### src/hdl/acie_pkg.sv
// Shared types, constants and microprogram for the ARP cache insert/expire core.
// Used by acie_seq, acie_table and arp_cache_insert_expire_core; no dependencies.
package acie_pkg;

    localparam int KEY_W       = 32;
    localparam int MAC_W       = 48;
    localparam int TIME_W      = 32;
    localparam int LIMIT_W     = 7;
    localparam int CNT_OUT_W   = 7;
    localparam int STATUS_W    = 2;
    localparam int CFG_INDEX_W = 1;
    localparam int CFG_DATA_W  = 32;

    localparam logic [TIME_W-1:0] TIMEOUT_RESET = 32'd300;

    localparam logic [CFG_INDEX_W-1:0] REG_ENTRY_LIMIT = 1'd0;
    localparam logic [CFG_INDEX_W-1:0] REG_TIMEOUT     = 1'd1;

    localparam logic OP_INSERT = 1'b0;
    localparam logic OP_TIMER  = 1'b1;

    localparam logic [STATUS_W-1:0] ST_NEW     = 2'd0;
    localparam logic [STATUS_W-1:0] ST_REFRESH = 2'd1;
    localparam logic [STATUS_W-1:0] ST_FULL    = 2'd2;
    localparam logic [STATUS_W-1:0] ST_SWEEP   = 2'd3;

    typedef struct packed {
        logic               valid;
        logic [KEY_W-1:0]   key;
        logic [MAC_W-1:0]   mac;
        logic [TIME_W-1:0]  stamp;
    } entry_t;

    localparam int PC_W = 4;
    typedef logic [PC_W-1:0] pc_t;

    localparam pc_t STEP_CLEAR     = 4'd0;
    localparam pc_t STEP_IDLE      = 4'd1;
    localparam pc_t STEP_DISPATCH  = 4'd2;
    localparam pc_t STEP_LOOKUP    = 4'd3;
    localparam pc_t STEP_CHECK_HIT = 4'd4;
    localparam pc_t STEP_CHECK_LIM = 4'd5;
    localparam pc_t STEP_SWEEP     = 4'd6;
    localparam pc_t STEP_INSERT    = 4'd7;
    localparam pc_t STEP_EMIT      = 4'd8;

    typedef logic [2:0] act_t;

    localparam act_t ACT_NONE       = 3'd0;
    localparam act_t ACT_CLEAR      = 3'd1;
    localparam act_t ACT_LOAD       = 3'd2;
    localparam act_t ACT_LOOKUP     = 3'd3;
    localparam act_t ACT_SCAN_RESET = 3'd4;
    localparam act_t ACT_SWEEP      = 3'd5;
    localparam act_t ACT_INSERT     = 3'd6;
    localparam act_t ACT_EMIT       = 3'd7;

    typedef logic [2:0] cond_t;

    localparam cond_t COND_ALWAYS      = 3'd0;
    localparam cond_t COND_CLEAR_RUN   = 3'd1;
    localparam cond_t COND_NO_ACCEPT   = 3'd2;
    localparam cond_t COND_OP_TIMER    = 3'd3;
    localparam cond_t COND_SCAN_RUN    = 3'd4;
    localparam cond_t COND_HIT         = 3'd5;
    localparam cond_t COND_UNDER_LIMIT = 3'd6;
    localparam cond_t COND_OUT_BLOCKED = 3'd7;

    typedef struct packed {
        act_t  act;
        cond_t cond;
        pc_t   jump_pc;
        pc_t   next_pc;
    } ucode_t;

    typedef struct packed {
        logic clear_run;
        logic no_accept;
        logic op_timer;
        logic scan_run;
        logic hit;
        logic under_limit;
        logic out_blocked;
    } cond_flags_t;

    function automatic ucode_t ucode_rom(input pc_t pc);
        ucode_t w;
        w = '{ACT_NONE, COND_ALWAYS, STEP_IDLE, STEP_IDLE};
        unique case (pc)
            STEP_CLEAR:     w = '{ACT_CLEAR,      COND_CLEAR_RUN,   STEP_CLEAR,  STEP_IDLE};
            STEP_IDLE:      w = '{ACT_LOAD,       COND_NO_ACCEPT,   STEP_IDLE,   STEP_DISPATCH};
            STEP_DISPATCH:  w = '{ACT_NONE,       COND_OP_TIMER,    STEP_SWEEP,  STEP_LOOKUP};
            STEP_LOOKUP:    w = '{ACT_LOOKUP,     COND_SCAN_RUN,    STEP_LOOKUP, STEP_CHECK_HIT};
            STEP_CHECK_HIT: w = '{ACT_NONE,       COND_HIT,         STEP_EMIT,   STEP_CHECK_LIM};
            STEP_CHECK_LIM: w = '{ACT_SCAN_RESET, COND_UNDER_LIMIT, STEP_INSERT, STEP_SWEEP};
            STEP_SWEEP:     w = '{ACT_SWEEP,      COND_SCAN_RUN,    STEP_SWEEP,  STEP_INSERT};
            STEP_INSERT:    w = '{ACT_INSERT,     COND_ALWAYS,      STEP_EMIT,   STEP_EMIT};
            STEP_EMIT:      w = '{ACT_EMIT,       COND_OUT_BLOCKED, STEP_EMIT,   STEP_IDLE};
            default:        w = '{ACT_NONE,       COND_ALWAYS,      STEP_IDLE,   STEP_IDLE};
        endcase
        return w;
    endfunction

endpackage

### src/hdl/acie_seq.sv
// Microcode sequencer: step counter, program ROM lookup and conditional jump.
// Depends on acie_pkg.
module acie_seq (
    input  logic                  clk,
    input  logic                  rst_n,
    input  acie_pkg::cond_flags_t flags,
    output acie_pkg::act_t        act
);

    acie_pkg::pc_t    pc_reg;
    acie_pkg::pc_t    pc_next;
    acie_pkg::ucode_t word;
    logic             take;

    assign word = acie_pkg::ucode_rom(pc_reg);
    assign act  = word.act;

    always_comb
    begin
        unique case (word.cond)
            acie_pkg::COND_ALWAYS:      take = 1'b1;
            acie_pkg::COND_CLEAR_RUN:   take = flags.clear_run;
            acie_pkg::COND_NO_ACCEPT:   take = flags.no_accept;
            acie_pkg::COND_OP_TIMER:    take = flags.op_timer;
            acie_pkg::COND_SCAN_RUN:    take = flags.scan_run;
            acie_pkg::COND_HIT:         take = flags.hit;
            acie_pkg::COND_UNDER_LIMIT: take = flags.under_limit;
            acie_pkg::COND_OUT_BLOCKED: take = flags.out_blocked;
        endcase
        pc_next = take ? word.jump_pc : word.next_pc;
    end

    always_ff @(posedge clk or negedge rst_n)
    begin
        if (!rst_n)
        begin
            pc_reg <= acie_pkg::STEP_CLEAR;
        end
        else
        begin
            pc_reg <= pc_next;
        end
    end

endmodule

### config.mk
export PLATFORM = sky130hd
export DESIGN_NAME = acie_seq
export DESIGN_NICKNAME = d
export VERILOG_FILES = /design/src/hdl/acie_pkg.sv /design/src/hdl/acie_seq.sv
export SDC_FILE = /design/constraint.sdc
export NUM_CORES = 1
export LEC_CHECK = 0
export BUFFER_PORTS_ARGS = -buffer_cell sky130_fd_sc_hd__buf_2
export CORE_MARGIN = 5
export CORE_UTILIZATION = 30
export DETAILED_ROUTE_END_ITERATION = 6
export SLEW_MARGIN = 20
export SYNTH_ARGS = -nofsm -noshare
export SYNTH_HDL_FRONTEND = slang
export SYNTH_SLANG_ARGS = --single-unit
### constraint.sdc
create_clock -name clk -period 2.5 [get_ports clk]
set_clock_uncertainty 0.15 [all_clocks]
set_input_delay 0.125 -clock clk [delete_from_list [all_inputs] [get_ports clk]]
set_output_delay 0.125 -clock clk [all_outputs]
set_load 0.01 [all_outputs]
Word level (Yosys, flattened, before mapping)
Memories as Yosys holds them, arrays and structs flattened.
Index checks and enable logic that the tools add are counted.
{ "op_classes": {"eq_ne": 7, "muxes": 2, "reduce_logical": 1} }
{ "op_table": {"columns": ["cell", "n"], "rows": [
  ["$eq 3x3->1 const B", 4],
  ["$pmux 1 s8", 1],
  ["$eq 3x2->1 const B", 2],
  ["$mux 4", 1],
  ["$eq 3x1->1 const B", 1],
  ["$logic_not 3->1", 1]
]} }
{ "totals": {"regBits": 4, "mem_bits_ro": 224, "out_inout_bits": 3, "elab_cells": 12, "memories": 1} }
{ "mem_list": {"columns": ["name", "words", "width", "rd", "rd_clocked_by_memory_dff", "write_ports", "line", "source"], "rows": [
  ["(name not given)", 16, 14, 1, 0, 0, "acie_pkg.sv:89", "unique case (pc)"]
]} }

Depth between registers and ports, before layout
Gate-level depths: netlist (run 1).
An unclocked memory read counts as a cell.
{ "logic_depth": {"word_depth": 4, "depth_mapped": 8} }

Least setup slack after synthesis (run 1)
No wires, ideal clock.
{ "synth_path": {"kind": "register to register", "startpoint": "register pc_reg[0]", "endpoint": "register pc_reg[0]", "setup_time_ns": 0.125, "arrival_time_ns": 2.022, "setup_slack_ns": 0.203, "stages_incl_launch_ff": 9, "period_less_slack_ns": 2.297, "path_cell_list": "dfrtp_1 inv_1 ha_1 and4bb_2 o21ai_0 nand3b_1 o22ai_2 nand2_2 mux2_4"} }
{ "synth_between": {"elab_chain_len": 4} }
{ "synth_rtl": {"columns": ["element", "line", "source"], "rows": [
  ["start: declaration", "acie_seq.sv:10", "acie_pkg::pc_t pc_reg;"],
  ["start signal: assignment", "acie_seq.sv:37", "pc_reg <= acie_pkg::STEP_CLEAR;"],
  ["start signal: assignment", "acie_seq.sv:41", "pc_reg <= pc_next;"],
  ["$mem_v2 16x14 *", null, null],
  ["$eq 3x3->1, or another cell as far along", "acie_seq.sv:20", "unique case (word.cond)"],
  ["$pmux 1 s8", "acie_seq.sv:20", null],
  ["$mux 4 *", "acie_seq.sv:30", "pc_next = take ? word.jump_pc : word.next_pc;"]
]} }
Every way passes the cells marked *; elsewhere a longest branch is shown, timed or not.

Worst setup path after layout (run 1)
{ "layout_path": {"startpoint": "register pc_reg[1]", "endpoint": "register pc_reg[1]"} }
The elaborated chain is that of the path after synthesis.

==> summary.md, run 1 <==
| Metric | Value |
|---|---|
| Status | `finished clean` |
| Port bufs | `11` |
| Routed length per instance | `between 10 and 15 µm` |
| Via count | `636` |
| NumNets Final | `approximately 110` |
| Chain of cells forming the critical path | `inv_1 -> ha_2 -> nor4b_2 -> o31ai_2 -> nand3b_1 -> o22ai_4 -> mux2_1 -> o221ai_1` |
| Die width | `55.25 µm` |
| Multi-input logic area | `around 480 µm²` |
| Lkg Pwr | `0.3444 nW` |
| H-tree depth | `1` |
| Power Total | `0.001249 W` |
| Sequential area share after synthesis | `16.29%` |
| DRT iter0 DRCs | `39` |
| Max FO, Critical Path | `7` |
| Fillers | `approximately 220` |
| Final hold slack | `0.08396 ns` |
| Switch Pwr | `0.0006143 W` |
| FF/Latch Area | `approximately 100 µm²` |
| Reg2reg path depth | `8` |
| Final HPWL from detailed placement | `1203 µm` |
| Power share of the combinational group | `between 80% and 90%` |
| Commonest non-fill, non-tap cell in the layout | `buf_2` |
| CP required | `2.49 ns` |
| Maximum root-to-sink buffer count | `2` |
| Fmax | `411.4 MHz` |
| Syn Inst Count | `75` |
| P_int | `0.0006343 W` |
| Gr usage total | `11.08%` |
| Routed WL | `between 1500 and 2000 µm` |
| Avg Inst Size Synth | `approximately 8.2 µm²` |
| Drt via density | `5.436` |
| Max-slew headroom | `approximately 66%` |
| Seq pwr share | `between 10% and 20%` |
| Layout area overhead | `24.64%` |
| Largest net degree at the start of global routing | `20` |
| Crit path kind | `flip-flop to flip-flop` |
| Die Ht | `55.25 µm` |
| DRC viols | `0` |
| Final Hold Fails | `0` |
| Final Wtd Congestion | `0.8828` |
| Clk slew on worst S/H paths | `approximately 0.04 ns` |
| First-pass GRT wire length | `2794 µm` |
| Gr ovfl total | `0` |
| Vias in the first global route | `a little under 600` |
| TNS Setup | `0 ns` |
| Pwr Density | `1631 nW/µm²` |
| Clk pwr share | `6.3%` |
| Row count | `16` |
| Max reg flops | `4` |
| Finish-stage setup viols | `0` |
| Core area | `1962 µm²` |
| Max Cap Viol | `0` |
| Diode count | `0` |
| Sink Count | `4` |
| Post-synth EDFFs | `0` |
| Crit path largest cell delay | `0.42 ns` |
| Initial Utilization | `between 30 and 40%` |
| Worst R2R Setup Slack | `~0.070 ns` |
| CTS tree | `yes` |
| IO Count | `12` |
| Ys flop type | `dfrtp_1` |
| Final slew viol count | `0` |
| Switching Fraction | `about half` |
| Peak VDD IR | `0.6055 mV` |
| Mapped Area | `614.3 µm²` |
| Reg-to-Reg Start | `pc_reg[1]` |
| Reg-to-reg endpoint | `pc_reg[1]` |
| ANT nets after route | `0` |
| Antenna violations before repair | `0` |
| Fin crit period | `approximately 2.4 ns` |
| Root Buffer Master | `clkbuf_4` |
| Post-synth ARST share | `100.0%` |
| Synth warn | `0` |
| Flops & latches, synth | `4` |
| Least-Margin Pin Slew | `0.5118 ns` |
| # Post-CTS Setup Buffers | `0` |
| Share of cells above drive strength 1 | `28.89%` |
| Slowest CP cell | `dfrtp_1` |
| Most frequent cells in the layout | `11 x buf_2, 8 x o21ai_0, 5 x inv_1` |
| Worst Setup End Kind | `flip-flop` |
| Min-delay worst type | `input pin to asynchronous set/reset pin` |
| Final Cycle Share | `97.22%` |
| Clk Latency, worst-skew pair | `0.23 ns` |
| Netlist cell types | `between 40 and 50` |
| Die area | `3053 µm²` |
| Startpoint types | `flip-flop` |
| Syn nets | `about 90` |
| Drt pass-1 iters | `4` |
| WP data arrival | `2.42 ns` |
| CTS buffer count | `3` |
-- cell usage after synthesis (2+ instances only) --
cell type	number	area (µm²)
ha_1	5	62.56
nand2_1	4	15.01
nor2_1	3	11.26
mux2i_1	2	20.02
buf_2	2	10.01
nor2b_1	2	12.51
o22ai_1	2	12.51
dfrtp_1	4	100.1
o211ai_1	2	15.01
nand3_1	3	15.01
inv_1	5	18.77
a21oi_1	2	10.01
or3_1	2	12.51
o21ai_0	9	45.04
-- kinds of logic (layout without fill, tap and decap cells) --
| family | Yosys count | after routing | synth area share (%) |
|---|---|---|---|
| DFF | 4 | 4 | 16.29 |
| buffers and inverters | 9 | 24 | 7.740 |
| and+or+nand+nor | 26 | 26 | 27.09 |
| muxes | 5 | 5 | 9.368 |
| adders and majority gates | 5 | 5 | 10.18 |
| AOI/OAI and AO/OA | 26 | 26 | 29.33 |
-- area by class of cell --
cell class / count / share of cell area, %
clock buffer: 3 / 2.941
inverter: 5 / 2.451
multi-input combinational: 62 / 63.07
sequential: 4 / 13.07
tap: 27 / 4.412
timing repair buffer: 16 / 14.05
-- stage by stage --
step                utilization (%)  cell area (µm²)  worst slack (ns)  std cells
floorplan                         -            614.3            0.2028         75
global placement              36.54            716.9           0.01461        113
detailed placement            36.54            716.9           0.05459        113
CTS                           38.20            749.5           0.05585        117
global route                  39.03            765.7         -0.003400        117
finish                        39.03            765.7           0.06952        117
-- layer usage --
metal	vias up	GRT usage, %	part of all wire (%)
met4	0	1.042	0
li1	315	-	-
met5	-	0	0
met1	290	16.03	48
met2	31	15.71	44
met3	0	4.662	8.2
-- worst max-delay path, delay by kind of cell (launching register included) --
| family | cells | cell delay [ns] |
|---|---|---|
| simple gates | 2 | 0.36 |
| mux | 1 | 0.35 |
| flops | 1 | 0.42 |
| compound gates | 3 | 0.60 |
| buf+inv | 1 | 0.13 |
| fa+ha+maj | 1 | 0.33 |
-- worst max path at each step --
| stage | from | to | slack, ns | depth (start not counted) |
|---|---|---|---|---|
| 2_1_floorplan | pc_reg[0] | pc_reg[0] | 0.20 | 8 |
| 4_1_cts | pc_reg[1] | pc_reg[0] | 0.06 | 8 |
| 3_5_place_dp | pc_reg[1] | pc_reg[0] | 0.05 | 8 |
| 5_1_grt | pc_reg[1] | pc_reg[1] | -0.003 | 8 |
| 3_3_place_gp | pc_reg[1] | pc_reg[0] | 0.01 | 8 |
| 6_report | pc_reg[1] | pc_reg[1] | 0.07 | 8 |
-- power groups by stage --
stage / Clock, W / Combinational, W / Sequential (W)
after global placement: 0 / 0.000938 / 0.000164
after CTS: 0.0000837 / 0.000935 / 0.000165
after floorplan: 0 / 0.000729 / 0.000134
final: 0.0000785 / 0.00100 / 0.000169
after detailed placement: 0 / 0.000927 / 0.000166
after global routing: 0.0000915 / 0.00109 / 0.000175
-- repair_timing --
item,in CTS,in global routing
gates resized for setup,0,4
setup endpoints to repair,0,3
hold buffers,1,0
endpoints found under the hold margin,4,0
Power figures use the tool's default switching activity.
==> run 2, diff against run 1 <==
--- a/config.mk
+++ b/config.mk
@@ -6,6 +6,7 @@
 export NUM_CORES = 1
 export LEC_CHECK = 0
 export BUFFER_PORTS_ARGS = -buffer_cell sky130_fd_sc_hd__buf_2
+export CORE_ASPECT_RATIO = 1.1
 export CORE_MARGIN = 5
 export CORE_UTILIZATION = 30
 export DETAILED_ROUTE_END_ITERATION = 6
==> summary.md, run 2 (same netlist as run 1, synthesis figures left out) <==
| Metric | Value |
|---|---|
| Final slew viol count | `0 (unchanged)` |
| Commonest non-fill, non-tap cell in the layout | `buf_2` |
| Maximum root-to-sink buffer count | `2 (unchanged)` |
| Most frequent cells in the layout | `11 x buf_2, 8 x o21ai_0, 5 x inv_1` |
| Clk Latency, worst-skew pair | `0.23 ns (about the same)` |
| Max reg flops | `4 (unchanged)` |
| TNS Setup | `0 ns (unchanged)` |
| Gr usage total | `10.41% (-0.67 points)` |
| Row count | `17 (+1)` |
| Drt pass-1 iters | `4 (unchanged)` |
| Fmax | `424.8 MHz (+3.2%)` |
| DRC viols | `0 (unchanged)` |
| Final Wtd Congestion | `0.7914 (-10%)` |
| Routed length per instance | `13.06 µm (-3.0%)` |
| Via count | `616 (-3.1%)` |
| Placed cells | `113 (unchanged)` |
| Final HPWL from detailed placement | `1140 µm (-5.2%)` |
| ANT nets after route | `0 (unchanged)` |
| Crit path largest cell delay | `0.36 ns (-0.06 ns)` |
| Pwr Density | `1574 nW/µm² (-3.5%)` |
| Max-slew headroom | `75.10% (+9.2 points)` |
| GRT met1 Usage | `15.07% (-0.96 points)` |
| Lkg Pwr | `0.3350 nW (-2.7%)` |
| Slowest CP cell | `dfrtp_1` |
| Most used routing layer | `met2` |
| RSZ-0062 raised after global routing | `false` |
| Die Ht | `57.46 µm (+4.0%)` |
| Drt via density | `5.265 (-3.1%)` |
| Vias in the first global route | `568 (-4.5%)` |
| Max FO, Critical Path | `9 (+2)` |
| Sink Count | `4 (unchanged)` |
| Die area | `3054 µm² (about the same)` |
| Status | `finished clean` |
| Antenna violations before repair | `0 (unchanged)` |
| Routed WL | `1528 µm (-3.0%)` |
| Area after DPL | `698.2 µm² (-2.6%)` |
| Root Buffer Master | `clkbuf_4` |
| Die width | `53.15 µm (-3.8%)` |
| GR met3 Demand/Resource | `3.655% (-1.0 points)` |
| Least-Margin Pin Slew | `0.3735 ns (-0.1383 ns)` |
| Gr ovfl total | `0 (unchanged)` |
| Largest net degree at the start of global routing | `25 (+25%)` |
| CP required | `2.46 ns (-0.03 ns)` |
| Max Cap Viol | `0 (unchanged)` |
| Fin crit period | `2.354 ns (-0.07633 ns)` |
| CTS tree | `yes` |
| Share of cells above drive strength 1 | `29.21% (+0.32 points)` |
| FF/Latch Area | `101.3 µm² (+1.2%)` |
| Fillers | `220 (+1.9%)` |
| Core area | `1978 µm² (+0.83%)` |
| CTS buffer count | `3 (unchanged)` |
| Chain of cells forming the critical path | `buf_4 -> ha_1 -> and4b_1 -> o31ai_2 -> nand3b_1 -> o22ai_2 -> nand2_2 -> mux2_4` |
| NumNets Final | `105 (-0.94%)` |
| Multi-input logic area | `475.5 µm² (-1.6%)` |
| Clk slew on worst S/H paths | `0.04 ns (about the same)` |
| DRT iter0 DRCs | `12 (-69%)` |
| IO Count | `12 (unchanged)` |
| Layout area overhead | `20.57%` |
| Port bufs | `11 (unchanged)` |
| Peak VDD IR | `0.5488 mV (-9.4%)` |
| Post-Layout Cell Count | `117 (unchanged)` |
| Final Hold Fails | `0 (unchanged)` |
| Grt met2 use | `15.25% (-0.46 points)` |
| Crit path kind | `flip-flop to flip-flop` |
| WP data arrival | `2.32 ns (-0.10 ns)` |
| Min-delay worst type | `input pin to asynchronous set/reset pin` |
| Finish-stage setup viols | `0 (unchanged)` |
| Diode count | `0 (unchanged)` |
| Reg2reg path depth | `8 (unchanged)` |
| First-pass GRT wire length | `2428 µm (-13%)` |
| Initial Utilization | `31.06% (-0.26 points)` |
| Final Cycle Share | `94.17% (-3.1 points)` |
| Startpoint types | `flip-flop` |
| Worst Setup End Kind | `flip-flop` |
| Design area | `740.7 µm² (-3.3%)` |
| H-tree depth | `1 (unchanged)` |
run 2: final timing paths:
| path | startpoint | endpoint | slack, ns |
|---|---|---|---|
| min in group clk | flags[0] | pc_reg[2] | 0.10 |
| min reg2reg | pc_reg[0] | pc_reg[0] | 0.65 |
| max | pc_reg[0] | pc_reg[0] | 0.15 |
| max reg2reg | pc_reg[0] | pc_reg[0] | 0.15 |
| max in group asynchronous | rst_n | pc_reg[2] | 1.99 |
| min | rst_n | pc_reg[0] | 0.08 |
run 2: worst max-delay path: cells and delay by family, from the launching register on:
kind | cells | cell delay (ns)
adder cells (fa/ha/maj) | 1 | 0.26
multiplexers | 1 | 0.30
flip-flops | 1 | 0.36
buffers and inverters | 1 | 0.17
AO/OA/AOI/OAI | 2 | 0.54
AND/OR/NAND/NOR | 3 | 0.45
run 2: final cells by class:
cell class	instances	area share (%)
well taps	28	4.730
inverters	5	2.534
clock buffers	3	3.041
multi-input cells	62	64.19
flip-flops and latches	4	13.68
repair buffers	15	11.82
run 2: layer usage:
metal | routed length, µm | vias up
met3 | 65 | 0
met4 | 0 | 0
met2 | 672 | 13
met1 | 789 | 292
met5 | 0 | -
li1 | - | 311
run 2: report_power, final:
group / internal, W / total [W] / leakage (nW) / switching, W
sequential: 0.000102 / 0.000173 / 0.0482 / 0.0000707
clock: 0.0000536 / 0.0000782 / 0.0138 / 0.0000246
combinational: 0.000434 / 0.000915 / 0.273 / 0.000481
total: 0.000590 / 0.00117 / 0.335 / 0.000576
run 2: timing repair:
item | 4_1_cts | 5_1_grt
hold buffers | 1 | 0
endpoints found under the setup margin | 0 | 3
endpoints found under the hold margin | 4 | 0
gates resized for setup | 0 | 4
buffers inserted | 0 | 0
run 2: metrics by stage:
step                utilization (%)  hold WS (ns)   power, W  setup slack [ns]
floorplan                         -       -0.3206  0.0008627            0.2028
global placement              35.29       -0.2195   0.001065            0.1419
detailed placement            35.29       -0.2183   0.001062           0.09283
CTS                           36.94       0.06492   0.001151           0.08667
global route                  37.44       0.08918   0.001278          0.006695
finish                        37.44       0.08437   0.001166            0.1458
